===== src/sv/euxc_pkg.sv =====
// Shared types and constants for the escaped UTF-8 transcoder.
// No dependencies; used by front, back and top level.
package euxc_pkg;

    // Default depth of the character queue between front and back
    localparam int QUEUE_DEPTH = 4;

    // Configuration port
    localparam int APB_ADDR_W = 3;
    localparam int APB_DATA_W = 32;
    localparam logic REG_IDX_OUT_CAPACITY = 1'b0;
    localparam logic [15:0] CAPACITY_RESET = 16'hFFFF;

    // Characters with a meaning to the escape logic
    localparam logic [7:0] CHAR_BACKSLASH = 8'h5C;
    localparam logic [7:0] CHAR_N         = 8'h6E;
    localparam logic [7:0] CHAR_X         = 8'h78;
    localparam logic [7:0] CHAR_U         = 8'h75;
    localparam logic [7:0] CHAR_LF        = 8'h0A;

    // One queue entry: up to two decoded characters, plus end-of-string status
    typedef struct packed {
        logic [1:0]  nchar;
        logic [15:0] char_a;
        logic [15:0] char_b;
        logic        fin;
        logic        err;
    } char_item_t;

endpackage


===== src/sv/euxc_fifo.sv =====
// Small flop-based queue between the front and back parts.
// No package dependencies; width and depth are parameters.
module euxc_fifo #(
    parameter int WIDTH = 8,
    parameter int DEPTH = 4
) (
    input  logic             clk,
    input  logic             rst_n,
    input  logic             push,
    input  logic [WIDTH-1:0] push_data,
    output logic             full,
    input  logic             pop,
    output logic [WIDTH-1:0] pop_data,
    output logic             empty
);
    localparam int PTR_W = (DEPTH > 1) ? $clog2(DEPTH) : 1;
    localparam int CNT_W = $clog2(DEPTH + 1);
    localparam logic [PTR_W-1:0] PTR_LAST = PTR_W'(DEPTH - 1);
    localparam logic [CNT_W-1:0] CNT_FULL = CNT_W'(DEPTH);

    logic [WIDTH-1:0] mem_reg [DEPTH];
    logic [PTR_W-1:0] wr_ptr_reg, wr_ptr_next;
    logic [PTR_W-1:0] rd_ptr_reg, rd_ptr_next;
    logic [CNT_W-1:0] count_reg, count_next;

    assign full     = (count_reg == CNT_FULL);
    assign empty    = (count_reg == '0);
    assign pop_data = mem_reg[rd_ptr_reg];

    // Pointer and fill count update
    always_comb
    begin
        wr_ptr_next = wr_ptr_reg;
        rd_ptr_next = rd_ptr_reg;
        count_next  = count_reg;
        if (push)
        begin
            wr_ptr_next = (wr_ptr_reg == PTR_LAST) ? '0 : wr_ptr_reg + 1'b1;
        end
        if (pop)
        begin
            rd_ptr_next = (rd_ptr_reg == PTR_LAST) ? '0 : rd_ptr_reg + 1'b1;
        end
        if (push && !pop)
        begin
            count_next = count_reg + 1'b1;
        end
        else if (pop && !push)
        begin
            count_next = count_reg - 1'b1;
        end
    end

    always_ff @(posedge clk or negedge rst_n)
    begin
        if (!rst_n)
        begin
            wr_ptr_reg <= '0;
            rd_ptr_reg <= '0;
            count_reg  <= '0;
        end
        else
        begin
            wr_ptr_reg <= wr_ptr_next;
            rd_ptr_reg <= rd_ptr_next;
            count_reg  <= count_next;
        end
    end

    // Storage, no reset
    always_ff @(posedge clk)
    begin
        if (push)
        begin
            mem_reg[wr_ptr_reg] <= push_data;
        end
    end

endmodule


===== src/sv/euxc_front.sv =====
// Front part: accepts source bytes, decodes UTF-8 and resolves escapes.
// Depends on euxc_pkg; pushes decoded characters into the queue.
module euxc_front (
    input  logic                 clk,
    input  logic                 rst_n,
    input  logic                 in_valid,
    output logic                 in_ready,
    input  logic [7:0]           in_byte,
    input  logic                 is_end,
    output logic                 push,
    output euxc_pkg::char_item_t push_item,
    input  logic                 fifo_full
);
    import euxc_pkg::*;

    typedef enum logic [1:0] {
        MODE_NORMAL,
        MODE_ESCAPE,
        MODE_HEX
    } esc_mode_t;

    typedef struct packed {
        esc_mode_t   mode;
        logic [2:0]  hex_left;
        logic [15:0] hex_acc;
        logic [1:0]  cont_left;
        logic [20:0] partial;
        logic        err;
    } scan_state_t;

    typedef struct packed {
        scan_state_t st;
        logic        emit;
        logic [15:0] code;
    } char_res_t;

    // Escape handling of one decoded character
    function automatic char_res_t handle_char(scan_state_t st, logic [20:0] c);
        char_res_t r;
        r      = '0;
        r.st   = st;
        r.code = c[15:0];
        if (!st.err)
        begin
            if (st.mode == MODE_ESCAPE)
            begin
                if (c == {13'd0, CHAR_BACKSLASH})
                begin
                    r.st.mode = MODE_NORMAL;
                    r.emit    = 1'b1;
                end
                else if (c == {13'd0, CHAR_N})
                begin
                    r.st.mode = MODE_NORMAL;
                    r.emit    = 1'b1;
                    r.code    = {8'd0, CHAR_LF};
                end
                else if (c == {13'd0, CHAR_X} || c == {13'd0, CHAR_U})
                begin
                    r.st.mode     = MODE_HEX;
                    r.st.hex_left = (c == {13'd0, CHAR_X}) ? 3'd2 : 3'd4;
                    r.st.hex_acc  = '0;
                end
                else
                begin
                    r.st.err = 1'b1;
                end
            end
            else if (c == {13'd0, CHAR_BACKSLASH})
            begin
                r.st.mode = MODE_ESCAPE;
            end
            else if (c[20:16] != '0)
            begin
                // beyond 16 bits: no encoding
                r.st.err = 1'b1;
            end
            else
            begin
                r.emit = 1'b1;
            end
        end
        return r;
    endfunction

    // One raw hex digit while collecting \x or \u
    function automatic char_res_t hex_digit(scan_state_t st, logic [7:0] b);
        char_res_t  r;
        logic [3:0] v;
        logic       ok;
        r  = '0;
        r.st = st;
        ok = 1'b1;
        v  = '0;
        unique case (b) inside
            [8'h30:8'h39]: v = b[3:0];
            [8'h61:8'h66],
            [8'h41:8'h46]: v = b[3:0] + 4'd9;
            default:       ok = 1'b0;
        endcase
        if (!ok)
        begin
            r.st.err = 1'b1;
        end
        else
        begin
            r.st.hex_acc = {st.hex_acc[11:0], v};
            if (st.hex_left != '0)
            begin
                r.st.hex_left = st.hex_left - 3'd1;
            end
            if (r.st.hex_left == '0)
            begin
                r.st.mode = MODE_NORMAL;
                r.emit    = 1'b1;
                r.code    = r.st.hex_acc;
            end
        end
        r.code = r.st.hex_acc;
        return r;
    endfunction

    scan_state_t st_reg, st_next, s;
    char_res_t   res_a, res_b, res_c, res_d;
    logic        a_emit, b_emit;
    logic [15:0] a_code, b_code;
    logic        accept;

    assign in_ready = !fifo_full;
    assign accept   = in_valid && in_ready;

    // Decode one byte: slot A takes a completed or flushed character,
    // slot B the character of this byte or the end-of-string flush
    always_comb
    begin
        s      = st_reg;
        a_emit = 1'b0;
        b_emit = 1'b0;
        a_code = '0;
        b_code = '0;
        res_a  = handle_char(st_reg, st_reg.partial);
        res_b  = '0;
        res_c  = '0;
        res_d  = '0;
        if (!s.err)
        begin
            if (s.cont_left != '0 && in_byte[7:6] == 2'b10)
            begin
                // continuation byte
                s.partial   = {s.partial[14:0], in_byte[5:0]};
                s.cont_left = s.cont_left - 2'd1;
                if (s.cont_left == '0)
                begin
                    res_a  = handle_char(s, s.partial);
                    s      = res_a.st;
                    a_emit = res_a.emit;
                    a_code = res_a.code;
                end
            end
            else
            begin
                // truncated character completes with what it has
                if (s.cont_left != '0)
                begin
                    s.cont_left = '0;
                    res_a  = handle_char(s, s.partial);
                    s      = res_a.st;
                    a_emit = res_a.emit;
                    a_code = res_a.code;
                end
                if (!s.err)
                begin
                    if (s.mode == MODE_HEX)
                    begin
                        res_b  = hex_digit(s, in_byte);
                        s      = res_b.st;
                        b_emit = res_b.emit;
                        b_code = res_b.code;
                    end
                    else if (!in_byte[7])
                    begin
                        res_c  = handle_char(s, {13'd0, in_byte});
                        s      = res_c.st;
                        b_emit = res_c.emit;
                        b_code = res_c.code;
                    end
                    else if (in_byte[7:5] == 3'b110)
                    begin
                        s.partial   = {16'd0, in_byte[4:0]};
                        s.cont_left = 2'd1;
                    end
                    else if (in_byte[7:4] == 4'b1110)
                    begin
                        s.partial   = {17'd0, in_byte[3:0]};
                        s.cont_left = 2'd2;
                    end
                    else
                    begin
                        s.partial   = {18'd0, in_byte[2:0]};
                        s.cont_left = 2'd3;
                    end
                end
            end
        end
        // end of string: flush pending character, check dangling escape
        if (is_end)
        begin
            if (!s.err && s.cont_left != '0)
            begin
                s.cont_left = '0;
                res_d  = handle_char(s, s.partial);
                s      = res_d.st;
                b_emit = res_d.emit;
                b_code = res_d.code;
            end
            if (!s.err && s.mode != MODE_NORMAL)
            begin
                s.err = 1'b1;
            end
        end
        st_next = st_reg;
        if (accept)
        begin
            st_next = is_end ? scan_state_t'('0) : s;
        end
    end

    // Queue entry, characters packed to the front
    always_comb
    begin
        push_item.nchar  = {a_emit & b_emit, a_emit ^ b_emit};
        push_item.char_a = a_emit ? a_code : b_code;
        push_item.char_b = b_code;
        push_item.fin    = is_end;
        push_item.err    = s.err;
        push = accept && (a_emit || b_emit || is_end);
    end

    always_ff @(posedge clk or negedge rst_n)
    begin
        if (!rst_n)
        begin
            st_reg <= '0;
        end
        else
        begin
            st_reg <= st_next;
        end
    end

endmodule


===== src/sv/euxc_back.sv =====
// Back part: encodes queued characters as UTF-8 bytes, one item per cycle while out_ready allows.
// Depends on euxc_pkg; owns the output register and the byte count.
module euxc_back (
    input  logic                 clk,
    input  logic                 rst_n,
    input  euxc_pkg::char_item_t item,
    input  logic                 item_avail,
    output logic                 pop,
    input  logic [15:0]          capacity,
    output logic                 out_valid,
    input  logic                 out_ready,
    output logic [7:0]           out_byte,
    output logic                 byte_kept,
    output logic                 is_final,
    output logic                 error,
    output logic [15:0]          total_count
);
    import euxc_pkg::*;

    typedef enum logic [1:0] {
        PH_A,
        PH_B,
        PH_FINAL
    } phase_t;

    // Byte bi of the UTF-8 form of code, len bytes long
    function automatic logic [7:0] enc_byte(logic [15:0] code, logic [1:0] len,
                                            logic [1:0] bi);
        logic [7:0] b;
        b = code[7:0];
        if (len == 2'd2)
        begin
            b = (bi == 2'd0) ? {3'b110, code[10:6]} : {2'b10, code[5:0]};
        end
        else if (len == 2'd3)
        begin
            case (bi)
                2'd0:    b = {4'b1110, code[15:12]};
                2'd1:    b = {2'b10, code[11:6]};
                default: b = {2'b10, code[5:0]};
            endcase
        end
        return b;
    endfunction

    char_item_t  ent_reg, ent_next;
    logic        have_reg, have_next;
    phase_t      ph_reg, ph_next;
    logic [1:0]  bi_reg, bi_next;
    logic [15:0] count_reg, count_next;
    logic        out_valid_reg, out_valid_next;
    logic [7:0]  out_byte_reg, out_byte_next;
    logic        kept_reg, kept_next;
    logic        final_reg, final_next;
    logic        err_reg, err_next;
    logic [15:0] total_reg, total_next;

    logic        advance, entry_done, last_byte, load;
    logic [15:0] cur_code;
    logic [1:0]  cur_len;

    assign out_valid   = out_valid_reg;
    assign out_byte    = out_byte_reg;
    assign byte_kept   = kept_reg;
    assign is_final    = final_reg;
    assign error       = err_reg;
    assign total_count = total_reg;
    assign pop         = load;

    // Current character and where the walk stands in it
    always_comb
    begin
        cur_code = (ph_reg == PH_B) ? ent_reg.char_b : ent_reg.char_a;
        if (cur_code < 16'h0080)
        begin
            cur_len = 2'd1;
        end
        else if (cur_code < 16'h0800)
        begin
            cur_len = 2'd2;
        end
        else
        begin
            cur_len = 2'd3;
        end
        last_byte  = (bi_reg == cur_len - 2'd1);
        advance    = have_reg && (!out_valid_reg || out_ready);
        entry_done = (ph_reg == PH_FINAL) ||
                     (last_byte && !ent_reg.fin &&
                      (ph_reg == PH_B || ent_reg.nchar != 2'd2));
        load = (!have_reg || (advance && entry_done)) && item_avail;
    end

    // Sequencer and output register
    always_comb
    begin
        ent_next       = ent_reg;
        have_next      = have_reg;
        ph_next        = ph_reg;
        bi_next        = bi_reg;
        count_next     = count_reg;
        out_valid_next = out_valid_reg;
        out_byte_next  = out_byte_reg;
        kept_next      = kept_reg;
        final_next     = final_reg;
        err_next       = err_reg;
        total_next     = total_reg;

        if (out_valid_reg && out_ready)
        begin
            out_valid_next = 1'b0;
        end

        if (advance)
        begin
            out_valid_next = 1'b1;
            unique case (ph_reg)
                PH_FINAL:
                begin
                    out_byte_next = '0;
                    kept_next     = 1'b0;
                    final_next    = 1'b1;
                    err_next      = ent_reg.err;
                    total_next    = count_reg;
                    count_next    = '0;
                end
                PH_A, PH_B:
                begin
                    out_byte_next = enc_byte(cur_code, cur_len, bi_reg);
                    kept_next     = (count_reg < capacity);
                    final_next    = 1'b0;
                    err_next      = 1'b0;
                    total_next    = '0;
                    if (count_reg != 16'hFFFF)
                    begin
                        count_next = count_reg + 16'd1;
                    end
                    // step to the next byte, character or status item
                    if (!last_byte)
                    begin
                        bi_next = bi_reg + 2'd1;
                    end
                    else if (ph_reg == PH_A && ent_reg.nchar == 2'd2)
                    begin
                        ph_next = PH_B;
                        bi_next = '0;
                    end
                    else
                    begin
                        ph_next = PH_FINAL;
                    end
                end
                default:
                begin
                    out_valid_next = out_valid_reg;
                end
            endcase
            if (entry_done)
            begin
                have_next = 1'b0;
            end
        end

        if (load)
        begin
            ent_next  = item;
            have_next = 1'b1;
            ph_next   = (item.nchar != '0) ? PH_A : PH_FINAL;
            bi_next   = '0;
        end
    end

    // State and registered outputs
    always_ff @(posedge clk or negedge rst_n)
    begin
        if (!rst_n)
        begin
            ent_reg       <= '0;
            have_reg      <= 1'b0;
            ph_reg        <= PH_A;
            bi_reg        <= '0;
            count_reg     <= '0;
            out_valid_reg <= 1'b0;
            out_byte_reg  <= '0;
            kept_reg      <= 1'b0;
            final_reg     <= 1'b0;
            err_reg       <= 1'b0;
            total_reg     <= '0;
        end
        else
        begin
            ent_reg       <= ent_next;
            have_reg      <= have_next;
            ph_reg        <= ph_next;
            bi_reg        <= bi_next;
            count_reg     <= count_next;
            out_valid_reg <= out_valid_next;
            out_byte_reg  <= out_byte_next;
            kept_reg      <= kept_next;
            final_reg     <= final_next;
            err_reg       <= err_next;
            total_reg     <= total_next;
        end
    end

endmodule


===== src/sv/escaped_utf8_transcoder.sv =====
// An accepted byte's results pass through the queue, the entry register of the
// back part and the output register. One result item per cycle while out_ready
// allows; a byte yields 0 to 6 UTF-8 bytes plus a status item at string end.
// The one-byte-per-cycle output register sets the rate; a queue of
// QUEUE_DEPTH entries lets input run ahead. Reset clears all string state,
// the queue and the output valid at once; out_capacity resets to 65535.
module escaped_utf8_transcoder #(
    parameter int QUEUE_DEPTH = euxc_pkg::QUEUE_DEPTH
) (
    input  logic                            clk,
    input  logic                            rst_n,
    // configuration port
    input  logic                            psel,
    input  logic                            penable,
    input  logic                            pwrite,
    input  logic [euxc_pkg::APB_ADDR_W-1:0] paddr,
    input  logic [euxc_pkg::APB_DATA_W-1:0] pwdata,
    output logic [euxc_pkg::APB_DATA_W-1:0] prdata,
    output logic                            pready,
    // source bytes
    input  logic                            in_valid,
    output logic                            in_ready,
    input  logic [7:0]                      in_byte,
    input  logic                            is_end,
    // result items
    output logic                            out_valid,
    input  logic                            out_ready,
    output logic [7:0]                      out_byte,
    output logic                            byte_kept,
    output logic                            is_final,
    output logic                            error,
    output logic [15:0]                     total_count
);
    import euxc_pkg::*;

    localparam int ITEM_W = $bits(char_item_t);

    logic [15:0] capacity_reg, capacity_next;
    logic        reg_sel, cfg_write;
    logic        push, pop, fifo_full, fifo_empty;
    char_item_t  push_item, pop_item;

    // Register decode, word addressed
    assign pready    = 1'b1;
    assign reg_sel   = (paddr[APB_ADDR_W-1] == REG_IDX_OUT_CAPACITY);
    assign cfg_write = psel && penable && pwrite && pready && reg_sel;
    assign prdata    = reg_sel ? {{(APB_DATA_W-16){1'b0}}, capacity_reg} : '0;

    always_comb
    begin
        capacity_next = cfg_write ? pwdata[15:0] : capacity_reg;
    end

    always_ff @(posedge clk or negedge rst_n)
    begin
        if (!rst_n)
        begin
            capacity_reg <= CAPACITY_RESET;
        end
        else
        begin
            capacity_reg <= capacity_next;
        end
    end

    euxc_front u_front (
        .clk       (clk),
        .rst_n     (rst_n),
        .in_valid  (in_valid),
        .in_ready  (in_ready),
        .in_byte   (in_byte),
        .is_end    (is_end),
        .push      (push),
        .push_item (push_item),
        .fifo_full (fifo_full)
    );

    euxc_fifo #(
        .WIDTH (ITEM_W),
        .DEPTH (QUEUE_DEPTH)
    ) u_fifo (
        .clk       (clk),
        .rst_n     (rst_n),
        .push      (push),
        .push_data (push_item),
        .full      (fifo_full),
        .pop       (pop),
        .pop_data  (pop_item),
        .empty     (fifo_empty)
    );

    euxc_back u_back (
        .clk         (clk),
        .rst_n       (rst_n),
        .item        (pop_item),
        .item_avail  (!fifo_empty),
        .pop         (pop),
        .capacity    (capacity_reg),
        .out_valid   (out_valid),
        .out_ready   (out_ready),
        .out_byte    (out_byte),
        .byte_kept   (byte_kept),
        .is_final    (is_final),
        .error       (error),
        .total_count (total_count)
    );

endmodule


===== config.mk =====
export PLATFORM = sky130hd
export DESIGN_NAME = escaped_utf8_transcoder
export DESIGN_NICKNAME = d
export VERILOG_FILES = /design/src/sv/euxc_pkg.sv /design/src/sv/euxc_fifo.sv /design/src/sv/euxc_front.sv /design/src/sv/euxc_back.sv /design/src/sv/escaped_utf8_transcoder.sv
export SDC_FILE = /design/constraint.sdc
export NUM_CORES = 1
export LEC_CHECK = 0
export BUFFER_PORTS_ARGS = -buffer_cell sky130_fd_sc_hd__buf_2
export CAP_MARGIN = 30
export CELL_PAD_IN_SITES_DETAIL_PLACEMENT = 0
export CELL_PAD_IN_SITES_GLOBAL_PLACEMENT = 1
export CORE_ASPECT_RATIO = 1.1
export CORE_MARGIN = 2
export CORE_UTILIZATION = 45
export DETAILED_ROUTE_END_ITERATION = 7
export PLACE_DENSITY = 0.8
export SKIP_LAST_GASP = 1
export SLEW_MARGIN = 20
export SYNTH_ARGS = -nofsm -noshare
export SYNTH_HDL_FRONTEND = slang
export SYNTH_SLANG_ARGS = --single-unit

===== constraint.sdc =====
create_clock -name clk -period 5.9 [get_ports clk]
set_input_delay 0.59 -clock clk [delete_from_list [all_inputs] [get_ports clk]]
set_output_delay 0.59 -clock clk [all_outputs]
set_load 0.005 [all_outputs]

Yosys cells after proc, flatten, opt, wreduce, memory -nomap -nowiden
Memories as Yosys holds them, arrays and structs flattened.
Cells that the tools add are included.
Storage, ports and cells
  register bits: 153
  bits in writable memories: 144
  output and inout port bits: 62
  memories: 1
Cells by class
  add/sub/neg operators: 10
  order comparisons: 9
  equal/unequal tests: 38
  mux-type cells: 177
  bitwise logic cells: 3
  reductions and logical operators: 69
Memory list
  u_fifo.mem_reg: words 4, width 36, read ports 1, clocked after Yosys merged registers in 0, write ports 1, line euxc_fifo.sv:21  | logic [WIDTH-1:0] mem_reg [DEPTH];
Operator list (count)
  $mux W45: 12
  $mux W16: 23
  $eq A21 B7 Y1 const B: 12
  $mux W19: 12
  $mux W21: 7
  $mux W17: 6
  $mux W2: 37
  $pmux W16 S2: 2
  $mux W1: 53
  $mux W23: 2
  $mux W3: 12
  $eq A8 B7 Y1 const B: 4
  $mux W22: 1
  $reduce_bool A2 Y1: 11
  $logic_and A1 B1 Y1: 20
  $mux W18: 1
  $add A16 B1 Y16 const B: 1
  $eq A2 B2 Y1 const B: 8
  $ge A8 B7 Y1 const B: 2
  $le A8 B7 Y1 const B: 2
  $lt A16 B12 Y1 const B: 1
  $lt A16 B16 Y1: 1
  $lt A16 B8 Y1 const B: 1
  $mux W8: 2
  other kinds (33): 73

Depth between registers and ports, before layout
Gate-level depths: netlist (run 1).
  word-level depth: 42
  depth in mapped cells: 24
  gate-level depth less buffers: 22

Modules after synthesis
From an unflattened synthesis (run 1), not the netlist that was laid out.
Unflattened totals
  cells, all modules: 1379
  area, all modules: 16074.2 um^2
Modules (own cells, without submodules)
  euxc_fifo: instances 1, cells each 225, area an instance 5620.4 um^2, sequential area each 4499.3 um^2
  euxc_front: instances 1, cells each 674, area an instance 4946.0 um^2, sequential area each 1126.1 um^2
  euxc_back: instances 1, cells each 409, area an instance 4584.4 um^2, sequential area each 2127.0 um^2
  escaped_utf8_transcoder: instances 1, cells each 71, area an instance 923.4 um^2, sequential area each 420.4 um^2

Worst setup path before layout (run 1)
No wires, ideal clock.
  kind: register to register
  from: register u_front.st_reg[22] (netlist bit)
  to: memory u_fifo.mem_reg[3][0] (netlist bit) (enable)
  library setup time: 0.397 ns
  data arrival time: 4.687 ns
  data required time: 5.503 ns
  setup slack: 0.817 ns
  stages on the path, launching flop included: 18
  clock period less this slack: 5.083 ns
  cells stage by stage: dfrtp_1 > inv_1 > ha_1 > or3_1 > or3_1 > buf_2 > and2_4 > inv_1 > ha_1 > o21ai_0 > or4_1 > nand2_1 > nor2_1 > a2111oi_1 > a2bb2oi_2 > ha_1 > a21oi_1 > and2_1
Between the ends
  cells in the longest elaborated chain, start to end: 28
  elaborated cells between the ends (all ways): 66
  those cells by class: 2 x add/sub; 5 x eq/ne; 47 x mux; 12 x reduce/logical
Ends and longest elaborated chain
  from (decl): line euxc_front.sv:123  | scan_state_t st_reg, st_next, s;
  from (signal assigned): line euxc_front.sv:247  | st_reg <= st_next;
  $reduce_bool A2 Y1: line euxc_front.sv:147, euxc_front.sv:163
  $mux W45: line euxc_front.sv:163  | if (s.cont_left != '0)
  $mux W45: line euxc_front.sv:147  | if (s.cont_left != '0 && in_byte[7:6] == 2'b10)
  $mux W45: line euxc_front.sv:145  | if (!s.err)
  $sub A3 B1 Y3 / $reduce_bool A3 Y1 (equally long branches): line euxc_front.sv:110, euxc_front.sv:108
  $mux W3: line euxc_front.sv:108  | if (st.hex_left != '0)
  $mux W3: line euxc_front.sv:101  | if (!ok)
  $mux W3: line euxc_front.sv:173  | if (s.mode == MODE_HEX)
  [... 12 more ...]
  $mux W18: line euxc_front.sv:43  | if (!st.err)
  $mux W1: line euxc_front.sv:208  | if (!s.err && s.cont_left != '0)
  $mux W1: line euxc_front.sv:206  | if (is_end)
  $logic_or A1 B1 Y1 * (2 in series): line euxc_front.sv:236  | push = accept && (a_emit || b_emit || is_end);
  $logic_and A1 B1 Y1 *: line euxc_front.sv:236
  via push: line escaped_utf8_transcoder.sv:40  | logic push, pop, fifo_full, fifo_empty;
  $mux W1 *: line euxc_fifo.sv:73  | if (push)
  $mux W1 (implied by the code) *: line euxc_fifo.sv:75  | mem_reg[wr_ptr_reg] <= push_data;
  to (decl): line euxc_fifo.sv:21
Mark *: on every way through the listed nets, which the timed path passes. The rest lies on a longest branch. The select of a mux whose other input is x is not followed.

Worst setup path in the final report (run 1)
  from: register u_front.st_reg[11] (netlist bit)
  to: register u_fifo.count_reg[2]
Between the ends
  cells in the longest elaborated chain, start to end: 34
  elaborated cells between the ends (all ways): 106
  those cells by class: 1 x add/sub; 13 x eq/ne; 76 x mux; 16 x reduce/logical
Ends and longest elaborated chain
  $eq A21 B7 Y1
  $mux W3 / $logic_or A1 B1 Y1 (equally long branches)
  $mux W21: line euxc_front.sv:58  | else if (c == {13'd0, CHAR_X} || c == {13'd0, CHAR_U})
  $mux W19: line euxc_front.sv:52  | else if (c == {13'd0, CHAR_N})
  $mux W19: line euxc_front.sv:47  | if (c == {13'd0, CHAR_BACKSLASH})
  $mux W19: line euxc_front.sv:45  | if (st.mode == MODE_ESCAPE)
  $mux W45: line euxc_front.sv:163
  $mux W45: line euxc_front.sv:147
  [... 18 more ...]
  $mux W1: line euxc_front.sv:208
  $mux W1: line euxc_front.sv:206
  $logic_or A1 B1 Y1 * (2 in series): line euxc_front.sv:236
  $logic_and A1 B1 Y1 *: line euxc_front.sv:236
  via push: line escaped_utf8_transcoder.sv:40
  $logic_not A1 Y1: line euxc_fifo.sv:48  | else if (pop && !push)
  $logic_and A1 B1 Y1: line euxc_fifo.sv:48
  $reduce_bool A2 Y1 (no line)
  to (signal assigned): line euxc_fifo.sv:66  | count_reg <= count_next;
  to (decl): line euxc_fifo.sv:24  | logic [CNT_W-1:0] count_reg, count_next;
Marks and branches as above.
A chain may end at the register's enable or synchronous reset.

==> impl_metrics.py, run 1 <==
metrics = {
    "job": {
        "max_cap_viol_count": 0,
    },
    "setup_path": {
        "crit_chain": "nor4_4 -> nand4b_4 -> or3_1 -> and2_4 -> inv_1 -> ha_1 -> o21ai_0 -> or4_1 -> nand2_1 -> nor2_1 -> a2111oi_1 -> buf_4 -> a2bb2oi_2 -> ha_1 -> a21oi_1 -> ha_1 -> inv_1 -> fa_1 -> xor2_1 -> nor2_1 -> xor2_1",
        "slowest_delay_ps": 590,
        "critPathMaxFanout": 8,
        "crit_buf_inv": 3,
        "r2r_end": "u_fifo.count_reg[2]",
        "timing.rr.start": "u_front.st_reg[11]",
        "crit_family": "simple AND/OR/NAND/NOR gates",
        "endpoint_kind": "register",
        "worstPathRequired_ps": 6380,
        "r2r_setup_slack_ps": 420,
        "cp.depth": 21,
        "rr_worst_depth": 21,
        "path_class": "register to register",
        "path_common_cell": "ha_1",
        "cp_slowest_cell": "or3_1",
        "startpoint_type": "register",
        "critPathArrivalTime_ps": 5970,
    },
    "clock_tree": {
        "h-tree-depth": 1,
        "cts_buffers": 31,
        "cts_tree": "yes",
        "clock-sinks": 297,
        "cts.clk_slew.worst_paths_ps": 60,
        "post_cts_buffers": 0,
        "cts-root-buf": "clkbuf_16",
        "cts_buffer_depth": 3,
        "clk_latency_ps": 560,
    },
    "global_routing": {
        "top_usage_layer": "met2",
        "use_met2_pct": 37.0,
        "grt_pass1_wl_um": 61000,
        "grt-ovfl-total": 0,
        "met3_usage_pct": 2.39,
        "use_met1_pct": 29.3,
        "antenna_found_initial": 0,
        "track_usage_pct": 21.5,
        "grt_pass1_vias": 10600,
        "grt_max_degree": 56,
    },
    "hold_path": {
        "worstHoldStart": "out_ready",
        "whs_path_depth": 2,
        "holdPathEnd": "u_back.out_valid",
        "min_path_type": "input pin to register",
    },
    "cells_and_area": {
        "area_delta_synth_final_pct": 13.0,
        "final_util_pct": 51.3,
        "drive_gt1_share_pct": 23.5,
        "largest_reg_flops": 144,
        "instances_no_fill": 1823,
        "num_antenna_cells": 0,
        "final_nets": 1447,
        "final_area_um2": 17400,
    },
    "yosys": {
        "synth_seq_cells": 297,
        "synth_warnings": 0,
        "synth-async-reset-ratio_pct": 51.5,
        "yosysMostFrequentCell": "edfxtp_1",
        "synth_area_leaders": "edfxtp_1 (28%), dfrtp_1 (22%), mux4_2 (5.3%)",
        "synth-edff-count": 144,
        "netlist_instances": 1285,
        "ys.flop_type": "edfxtp_1",
        "synth.avg_cell_area_um2": 12.0,
        "yosysSeqAreaShare_pct": 53.0,
        "yosysTopAreaCellShare_pct": 28.1,
        "netlist_top_cells_count": "edfxtp_1 (144), dfrtp_1 (137), nand2_1 (111), nor2_1 (90), a22o_1 (60)",
        "yosys.cell_types.count": 96,
        "syn_area_um2": 15400,
        "synth_largest_area_cell": "edfxtp_1",
    },
    "placed_design": {
        "postPlaceCellArea_um2": 16300,
        "dp_hpwl_um": 26900,
        "io_buffer_count": 77,
        "place_congestion": 0.916,
        "placed_cells": 1762,
    },
    "power_and_ir_drop": {
        "power_density_nw_per_um2": 496,
        "p_total_mw": 8.63,
        "leakagePower_nw": 7.10,
        "ir_drop_mv": 0.295,
    },
    "detailed_routing": {
        "drt_iter0_markers": 842,
        "vias": 10900,
        "drc": 0,
        "drt-vias-per-instance": 5.99,
        "drt-pass1-iter-count": 5,
        "antenna_left": 0,
        "wl_per_cell_um": 21.2,
        "routed_wl_um": 38700,
    },
    "sta": {
        "period_needed_ps": 5480,
        "fin_tns_setup_ps": 0,
        "fin_crit_sh_pct": 92.9,
        "drv_slew": 0,
        "finalSetupViolCount": 0,
        "hold_viol": 0,
        "rsz0062_at_grt": "no",
        "fmax_mhz": 182,
        "tightest_slew_ps": 970,
        "skew_ps": 22.8,
        "relSlewSlack_pct": 35.1,
    },
    "outcome": {
        "outcome": "completed",
    },
    "floorplan": {
        "num_rows": 71,
        "io_pins": 113,
        "chipHeight_um": 198,
        "core_area_um2": 33900,
        "initial_utilization_pct": 45.4,
        "die_x_um": 180,
        "dieArea_um2": 35700,
    },
}
==> cell families after synthesis <==
family / Yosys count / share of synthesized area [%]
AO/OA/AOI/OAI: 303 / 15.5
XOR/XNOR: 16 / 0.909
adder cells (fa/ha/maj): 36 / 2.97
buffers and inverters: 136 / 4.01
flip-flops: 297 / 53.0
multiplexers: 114 / 10.8
other: 2 / 0.0487
AND/OR/NAND/NOR: 381 / 12.8
==> repair_timing <==
action	CTS	global route
hold buffers	1	0
endpoints found under the setup margin	0	1
endpoints found under the hold margin	15	0
gates resized for setup	0	1
==> placed cells by master (no fill, tap or decap), types with 8 or more instances in the layout <==
cell type / instances
dfstp_2: 16
or3_1: 8
o21ai_0: 32
dfrtp_1: 136
inv_1: 42
a31oi_1: 12
nor3_1: 22
a22o_1: 60
and2_1: 10
nand3b_1: 10
o21a_1: 14
mux2_2: 55
nor2b_1: 11
edfxtp_1: 144
and3_1: 8
clkbuf_16: 31
o21ai_1: 8
mux2i_1: 23
conb_1: 17
buf_4: 37
nand2b_1: 15
nor2_1: 89
clkinv_2: 8
o31ai_1: 13
a21oi_1: 43
buf_2: 76
xor2_1: 11
a221oi_1: 10
nand2_1: 111
mux4_2: 36
a21o_1: 17
a221o_1: 13
ha_1: 35
nand4_1: 12
nand3_1: 31
nor4_1: 10
==> stage by stage <==
step	worst slack [ps]	hold slack, ps
CTS	473	201
global route	78.6	203
detailed placement	514	466
global placement	582	450
floorplan	817	294
finish	417	216
==> layout make-up <==
type	instances	area (um^2)
clock buffers	36	795
repair buffers	120	771
multi-input cells	867	6690
inverters	43	161
flip-flops and latches	297	8170
clock inverters	22	273
well taps	438	548
fillers	2968	16500
==> per-layer routing <==
layer / part of all wire [%] / up-vias
li1: - / 5005
met1: 44 / 5556
met2: 50 / 305
met3: 4.5 / 52
met4: 1.8 / 0
met5: 0 / -
==> report_power, final <==
group	leakage (nW)	switching (mW)	internal, mW	total (mW)
clock	0.522	0.801	1.23	2.03
sequential	3.29	0.292	2.95	3.24
combinational	3.29	1.98	1.38	3.36
==> worst register-to-register path, cell delays in order, from the launching register on <==
cell and delay [ps]:
dfrtp_1 470, nor4_4 430, nand4b_4 210, or3_1 590, and2_4 260, inv_1 90
ha_1 250, o21ai_0 110, or4_1 420, nand2_1 80, nor2_1 50, a2111oi_1 520
buf_4 220, a2bb2oi_2 50, ha_1 200, a21oi_1 310, ha_1 250, inv_1 70
fa_1 430, xor2_1 150, nor2_1 110, xor2_1 140
==> how the worst max path moves through the flow <==
stage	slack, ps	start	endpoint
global route	80	u_front.st_reg[11]	u_fifo.count_reg[2]
global placement	580	u_front.st_reg[18]	u_fifo.count_reg[2]
floorplan	820	u_front.st_reg[22]	u_fifo.mem_reg[3][0]
finish	420	u_front.st_reg[11]	u_fifo.count_reg[2]
detailed placement	510	u_front.st_reg[18]	u_fifo.count_reg[2]
CTS	470	u_front.st_reg[18]	u_fifo.count_reg[2]
No activity file was read; power rests on OpenSTA's default activity.
==> inputs of run 2 (changes only) <==
--- a/config.mk
+++ b/config.mk
@@ -10,10 +10,9 @@
 export CELL_PAD_IN_SITES_DETAIL_PLACEMENT = 0
 export CELL_PAD_IN_SITES_GLOBAL_PLACEMENT = 1
 export CORE_ASPECT_RATIO = 1.1
-export CORE_MARGIN = 2
 export CORE_UTILIZATION = 45
 export DETAILED_ROUTE_END_ITERATION = 7
-export PLACE_DENSITY = 0.8
+export PLACE_DENSITY = 0.81
 export SKIP_LAST_GASP = 1
 export SLEW_MARGIN = 20
 export SYNTH_ARGS = -nofsm -noshare
==> impl_metrics.py, run 2 (synthesized netlist as in run 1, its figures left out) <==
metrics = {
    "floorplan": {
        "initial_utilization_pct": 46.1,
        "dieArea_um2": 35000,
        "chipHeight_um": 196,
        "core_area_um2": 33500,
        "num_rows": 70,
        "io_pins": 113,
        "die_x_um": 178,
    },
    "cells_and_area": {
        "final_cell_mix": "edfxtp_1 (144), dfrtp_1 (136), nand2_1 (111)",
        "nFillCells": 2931,
        "final_common_cell": "edfxtp_1",
        "instances_no_fill": 1811,
        "largest_reg_flops": 144,
        "drive_gt1_share_pct": 23.0,
        "final_area_um2": 17300,
        "final_nets": 1442,
        "final_util_pct": 51.7,
        "area_delta_synth_final_pct": 12.2,
        "num_antenna_cells": 0,
    },
    "sta": {
        "finalSetupViolCount": 0,
        "skew_ps": 32.5,
        "hold_viol": 0,
        "drv_slew": 0,
        "setup_ws_ps": 627,
        "relSlewSlack_pct": 39.2,
        "period_needed_ps": 5270,
        "fmax_mhz": 190,
        "rsz0062_at_grt": "no",
        "tightest_slew_ps": 906,
        "fin_crit_sh_pct": 89.4,
        "fin_tns_setup_ps": 0,
    },
    "clock_tree": {
        "hold_buffers": 0,
        "cts_buffers": 30,
        "cts-resized-gates": 0,
        "cts-root-buf": "clkbuf_16",
        "clk_latency_ps": 560,
        "cts_tree": "yes",
        "h-tree-depth": 1,
        "post_cts_buffers": 0,
        "cts.clk_slew.worst_paths_ps": 60,
        "clock-sinks": 297,
        "cts_buffer_depth": 3,
    },
    "placed_design": {
        "place_congestion": 0.925,
        "io_buffer_count": 77,
        "dp_slack_ps": 620,
        "placed_cells": 1751,
        "postPlaceCellArea_um2": 16300,
        "dp_hpwl_um": 26600,
    },
    "detailed_routing": {
        "wl_met1_um": 16500,
        "routed_wl_um": 38400,
        "route.met2.wl_um": 19000,
        "drc": 0,
        "antenna_left": 0,
        "drt_iter0_markers": 891,
        "vias": 10900,
        "drt-pass1-iter-count": 5,
        "wl_per_cell_um": 21.2,
        "drt-vias-per-instance": 6.00,
        "top_layer_used": "met4",
        "wl_met3_um": 1810,
    },
    "setup_path": {
        "endpoint_kind": "register",
        "rr_worst_depth": 19,
        "critPathArrivalTime_ps": 5760,
        "critPathMaxFanout": 13,
        "slowest_delay_ps": 510,
        "crit_chain": "nor4_1 -> and2_1 -> nand4_1 -> a21oi_2 -> a211oi_1 -> nor3b_1 -> or3_1 -> and2_4 -> o211ai_2 -> a2bb2oi_2 -> ha_1 -> a21oi_1 -> buf_4 -> ha_1 -> inv_1 -> fa_1 -> xor2_1 -> nor2_1 -> xor2_1",
        "cp_slowest_cell": "nor4_1",
        "worstPathRequired_ps": 6380,
        "startpoint_type": "register",
        "path_class": "register to register",
    },
    "global_routing": {
        "grt-ovfl-total": 0,
        "track_usage_pct": 22.3,
        "grt_pass1_wl_um": 60700,
        "grt_pass1_vias": 10600,
        "antenna_found_initial": 0,
        "grt_max_degree": 86,
    },
    "power_and_ir_drop": {
        "ir_drop_mv": 0.273,
        "leakagePower_nw": 7.05,
        "power_density_nw_per_um2": 489,
    },
    "outcome": {
        "outcome": "completed",
    },
    "hold_path": {
        "min_path_type": "input pin to asynchronous set/reset pin",
    },
    "job": {
        "max_cap_viol_count": 0,
    },
}
==> run 2: critical path: cells and delay by family, from the launching register on <==
kind | cells | cell delay (ps)
adders and majority gates | 3 | 820
and+or+nand+nor | 7 | 2470
DFF | 1 | 390
buffers and inverters | 2 | 250
xor gates and xnor gates | 2 | 290
AOI/OAI and AO/OA | 5 | 1010
==> run 2: layout make-up <==
class / count / area (um^2) / area share (%)
flip-flops and latches: 297 / 8170 / 47.3
multi-input cells: 867 / 6680 / 38.6
clock buffers: 46 / 902 / 5.22
repair buffers: 116 / 758 / 4.38
well taps: 432 / 541 / 3.13
inverters: 43 / 161 / 0.933
clock inverters: 10 / 77.6 / 0.449
==> run 2: power by group <==
| group | leakage, nW | switching, mW | total (mW) | internal [mW] |
|---|---|---|---|---|
| Sequential | 3.29 | 0.300 | 3.24 | 2.94 |
| Combinational | 3.28 | 1.97 | 3.34 | 1.37 |
| Clock | 0.481 | 0.776 | 1.87 | 1.09 |
==> run 2: stage by stage <==
step                total power [mW]  hold slack (ps)
CTS                             8.49              141
detailed placement              6.59              456
floorplan                       5.58              294
global placement                6.48              452
finish                          8.45              108
global route                    8.95              161
==> run 2: worst paths after layout <==
kind / from / endpoint / slack (ps)
max: u_front.st_reg[18] / u_fifo.count_reg[2] / 630
min: rst_n / u_back.ent_reg[18] / 110
max reg2reg: u_front.st_reg[18] / u_fifo.count_reg[2] / 630
min reg2reg: u_back.out_byte[5] / u_back.out_byte[5] / 460
max in group asynchronous: rst_n / capacity_reg[4] / 4610
min in group clk: out_ready / u_back.out_valid / 200
==> run 2: per-layer routing <==
metal	track usage, %	vias up
met3	2.64	69
met2	36.9	329
met4	6.91	0
met1	30.6	5454
met5	0	-
li1	-	5013
==> inputs of run 3 (changes only) <==
--- a/config.mk
+++ b/config.mk
@@ -7,7 +7,7 @@
 export LEC_CHECK = 0
 export BUFFER_PORTS_ARGS = -buffer_cell sky130_fd_sc_hd__buf_2
 export CAP_MARGIN = 30
-export CELL_PAD_IN_SITES_DETAIL_PLACEMENT = 0
+export CELL_PAD_IN_SITES_DETAIL_PLACEMENT = 1
 export CELL_PAD_IN_SITES_GLOBAL_PLACEMENT = 1
 export CORE_ASPECT_RATIO = 1.1
 export CORE_UTILIZATION = 45
==> impl_metrics.py, run 3 (synthesized netlist as in run 1, its figures left out) <==
metrics = {
    "placed_design": {
        "placed_cells": 1751,
        "dp_hpwl_um": 30300,
        "place_congestion": 0.925,
        "dp_slack_ps": 517,
        "postPlaceCellArea_um2": 16300,
        "io_buffer_count": 77,
    },
    "cells_and_area": {
        "final_cell_mix": "edfxtp_1 (144), dfrtp_1 (136), nand2_1 (111)",
        "largest_reg_flops": 144,
        "area_delta_synth_final_pct": 11.8,
        "instances_no_fill": 1811,
        "nFillCells": 3462,
        "drive_gt1_share_pct": 22.7,
        "multi_input_area_um2": 6680,
        "final_area_um2": 17200,
        "regArea_um2": 8170,
        "final_nets": 1442,
        "final_common_cell": "edfxtp_1",
    },
    "global_routing": {
        "grt_max_degree": 86,
        "grt_pass1_wl_um": 68000,
        "antenna_found_initial": 1,
        "grt-ovfl-total": 0,
        "grt_pass1_vias": 11900,
        "track_usage_pct": 25.2,
    },
    "setup_path": {
        "crit_family": "simple AND/OR/NAND/NOR gates",
        "startpoint_type": "register",
        "crit_buf_inv": 4,
        "path_common_cell": "ha_1",
        "cp_slowest_cell": "or3_1",
        "worstPathRequired_ps": 6370,
        "crit_chain": "nor4_4 -> nand4b_4 -> or3_1 -> and2_4 -> inv_1 -> ha_1 -> o21ai_0 -> or4_1 -> nand2_1 -> nor2_1 -> a2111oi_1 -> buf_4 -> a2bb2oi_2 -> ha_1 -> a21oi_1 -> buf_4 -> ha_1 -> inv_1 -> fa_1 -> xor2_1 -> nor2_1 -> xor2_1",
        "slowest_delay_ps": 590,
        "r2r_setup_slack_ps": 350,
        "endpoint_kind": "register",
        "path_class": "register to register",
        "critPathArrivalTime_ps": 6020,
        "critPathMaxFanout": 9,
    },
    "clock_tree": {
        "cts_buffers": 31,
        "clk_latency_ps": 560,
        "hold_buffers": 0,
        "cts.clk_slew.worst_paths_ps": 70,
        "cts-root-buf": "clkbuf_16",
        "cts_buffer_depth": 3,
        "cts-resized-gates": 0,
        "post_cts_buffers": 0,
        "cts_tree": "yes",
        "clock-sinks": 297,
        "h-tree-depth": 1,
    },
    "floorplan": {
        "io_pins": 113,
        "dieArea_um2": 35000,
        "initial_utilization_pct": 46.1,
        "die_x_um": 178,
        "num_rows": 70,
        "chipHeight_um": 196,
        "core_area_um2": 33500,
    },
    "detailed_routing": {
        "drc": 0,
        "drt-pass1-iter-count": 5,
        "drt-vias-per-instance": 6.18,
        "wl_per_cell_um": 23.9,
        "antenna_left": 0,
        "drt_iter0_markers": 740,
        "routed_wl_um": 43300,
        "vias": 11200,
    },
    "sta": {
        "tightest_slew_ps": 948,
        "setup_ws_ps": 347,
        "fin_tns_setup_ps": 0,
        "drv_slew": 0,
        "rsz0062_at_grt": "no",
        "fin_crit_sh_pct": 94.1,
        "fmax_mhz": 180,
        "hold_viol": 0,
        "period_needed_ps": 5550,
        "finalSetupViolCount": 0,
        "relSlewSlack_pct": 36.4,
        "skew_ps": 21.1,
    },
    "job": {
        "max_cap_viol_count": 0,
    },
    "power_and_ir_drop": {
        "ir_drop_mv": 0.241,
        "power_density_nw_per_um2": 495,
        "leakagePower_nw": 7.00,
    },
    "hold_path": {
        "min_path_type": "input pin to asynchronous set/reset pin",
    },
    "outcome": {
        "outcome": "completed",
    },
}
-- run 3: cell count changes in the layout (fill, tap and decap cells not counted), sizes merged --
cell | before | now
diode | 0 | 1
clkbuf | 46 | 37
clkinv | 8 | 15
buf | 116 | 115
clkinvlp | 1 | 3
-- run 3: per-layer routing --
layer	vias up	global-route usage [%]	part of all wire (%)
met4	0	10.3	3.8
met1	5789	31.7	41
met3	107	3.29	3.8
met5	-	0	0
met2	303	43.5	51
li1	4992	-	-
-- run 3: worst register-to-register path: cells and delay by family, from the launching register on --
family	cells	cell delay, ps
AO/OA/AOI/OAI	4	820
XOR/XNOR	2	360
adder cells (fa/ha/maj)	4	1080
buffers and inverters	4	580
flip-flops	1	480
AND/OR/NAND/NOR	8	2190
-- run 3: path summary, 6_finish.rpt --
kind	endpoint	startpoint	cells past startpoint
setup / recovery	u_fifo.count_reg[2]	u_front.st_reg[14]	22
hold / removal	u_back.ent_reg[18]	rst_n	1
setup reg to reg	u_fifo.count_reg[2]	u_front.st_reg[14]	22
hold reg to reg	u_back.out_byte[4]	u_back.out_byte[4]	2
max in group asynchronous	capacity_reg[3]	rst_n	3
min in group clk	u_back.out_valid	out_ready	2
-- run 3: final cells by class --
type | instances | share of cell area [%]
tap | 432 | 3.14
sequential | 297 | 47.5
multi-input combinational | 867 | 38.8
clock buffer | 37 | 4.64
timing repair buffer | 115 | 4.29
inverter | 43 | 0.937
clock inverter | 19 | 0.719
antenna | 1 | 0.0145
-- run 3: metrics by stage --
stage / utilization (%) / hold WS (ps) / power, mW
floorplan: - / 294 / 5.58
detailed placement: 48.6 / 469 / 6.71
global route: 51.5 / 174 / 8.96
finish: 51.5 / 118 / 8.52
global placement: 48.6 / 452 / 6.48
CTS: 51.4 / 151 / 8.56
-- run 3: report_power, final --
part	internal, mW	switching, mW	total [mW]
logic	1.38	2.07	3.45
clock network	1.00	0.796	1.80
registers	2.95	0.329	3.28
total	5.33	3.19	8.52
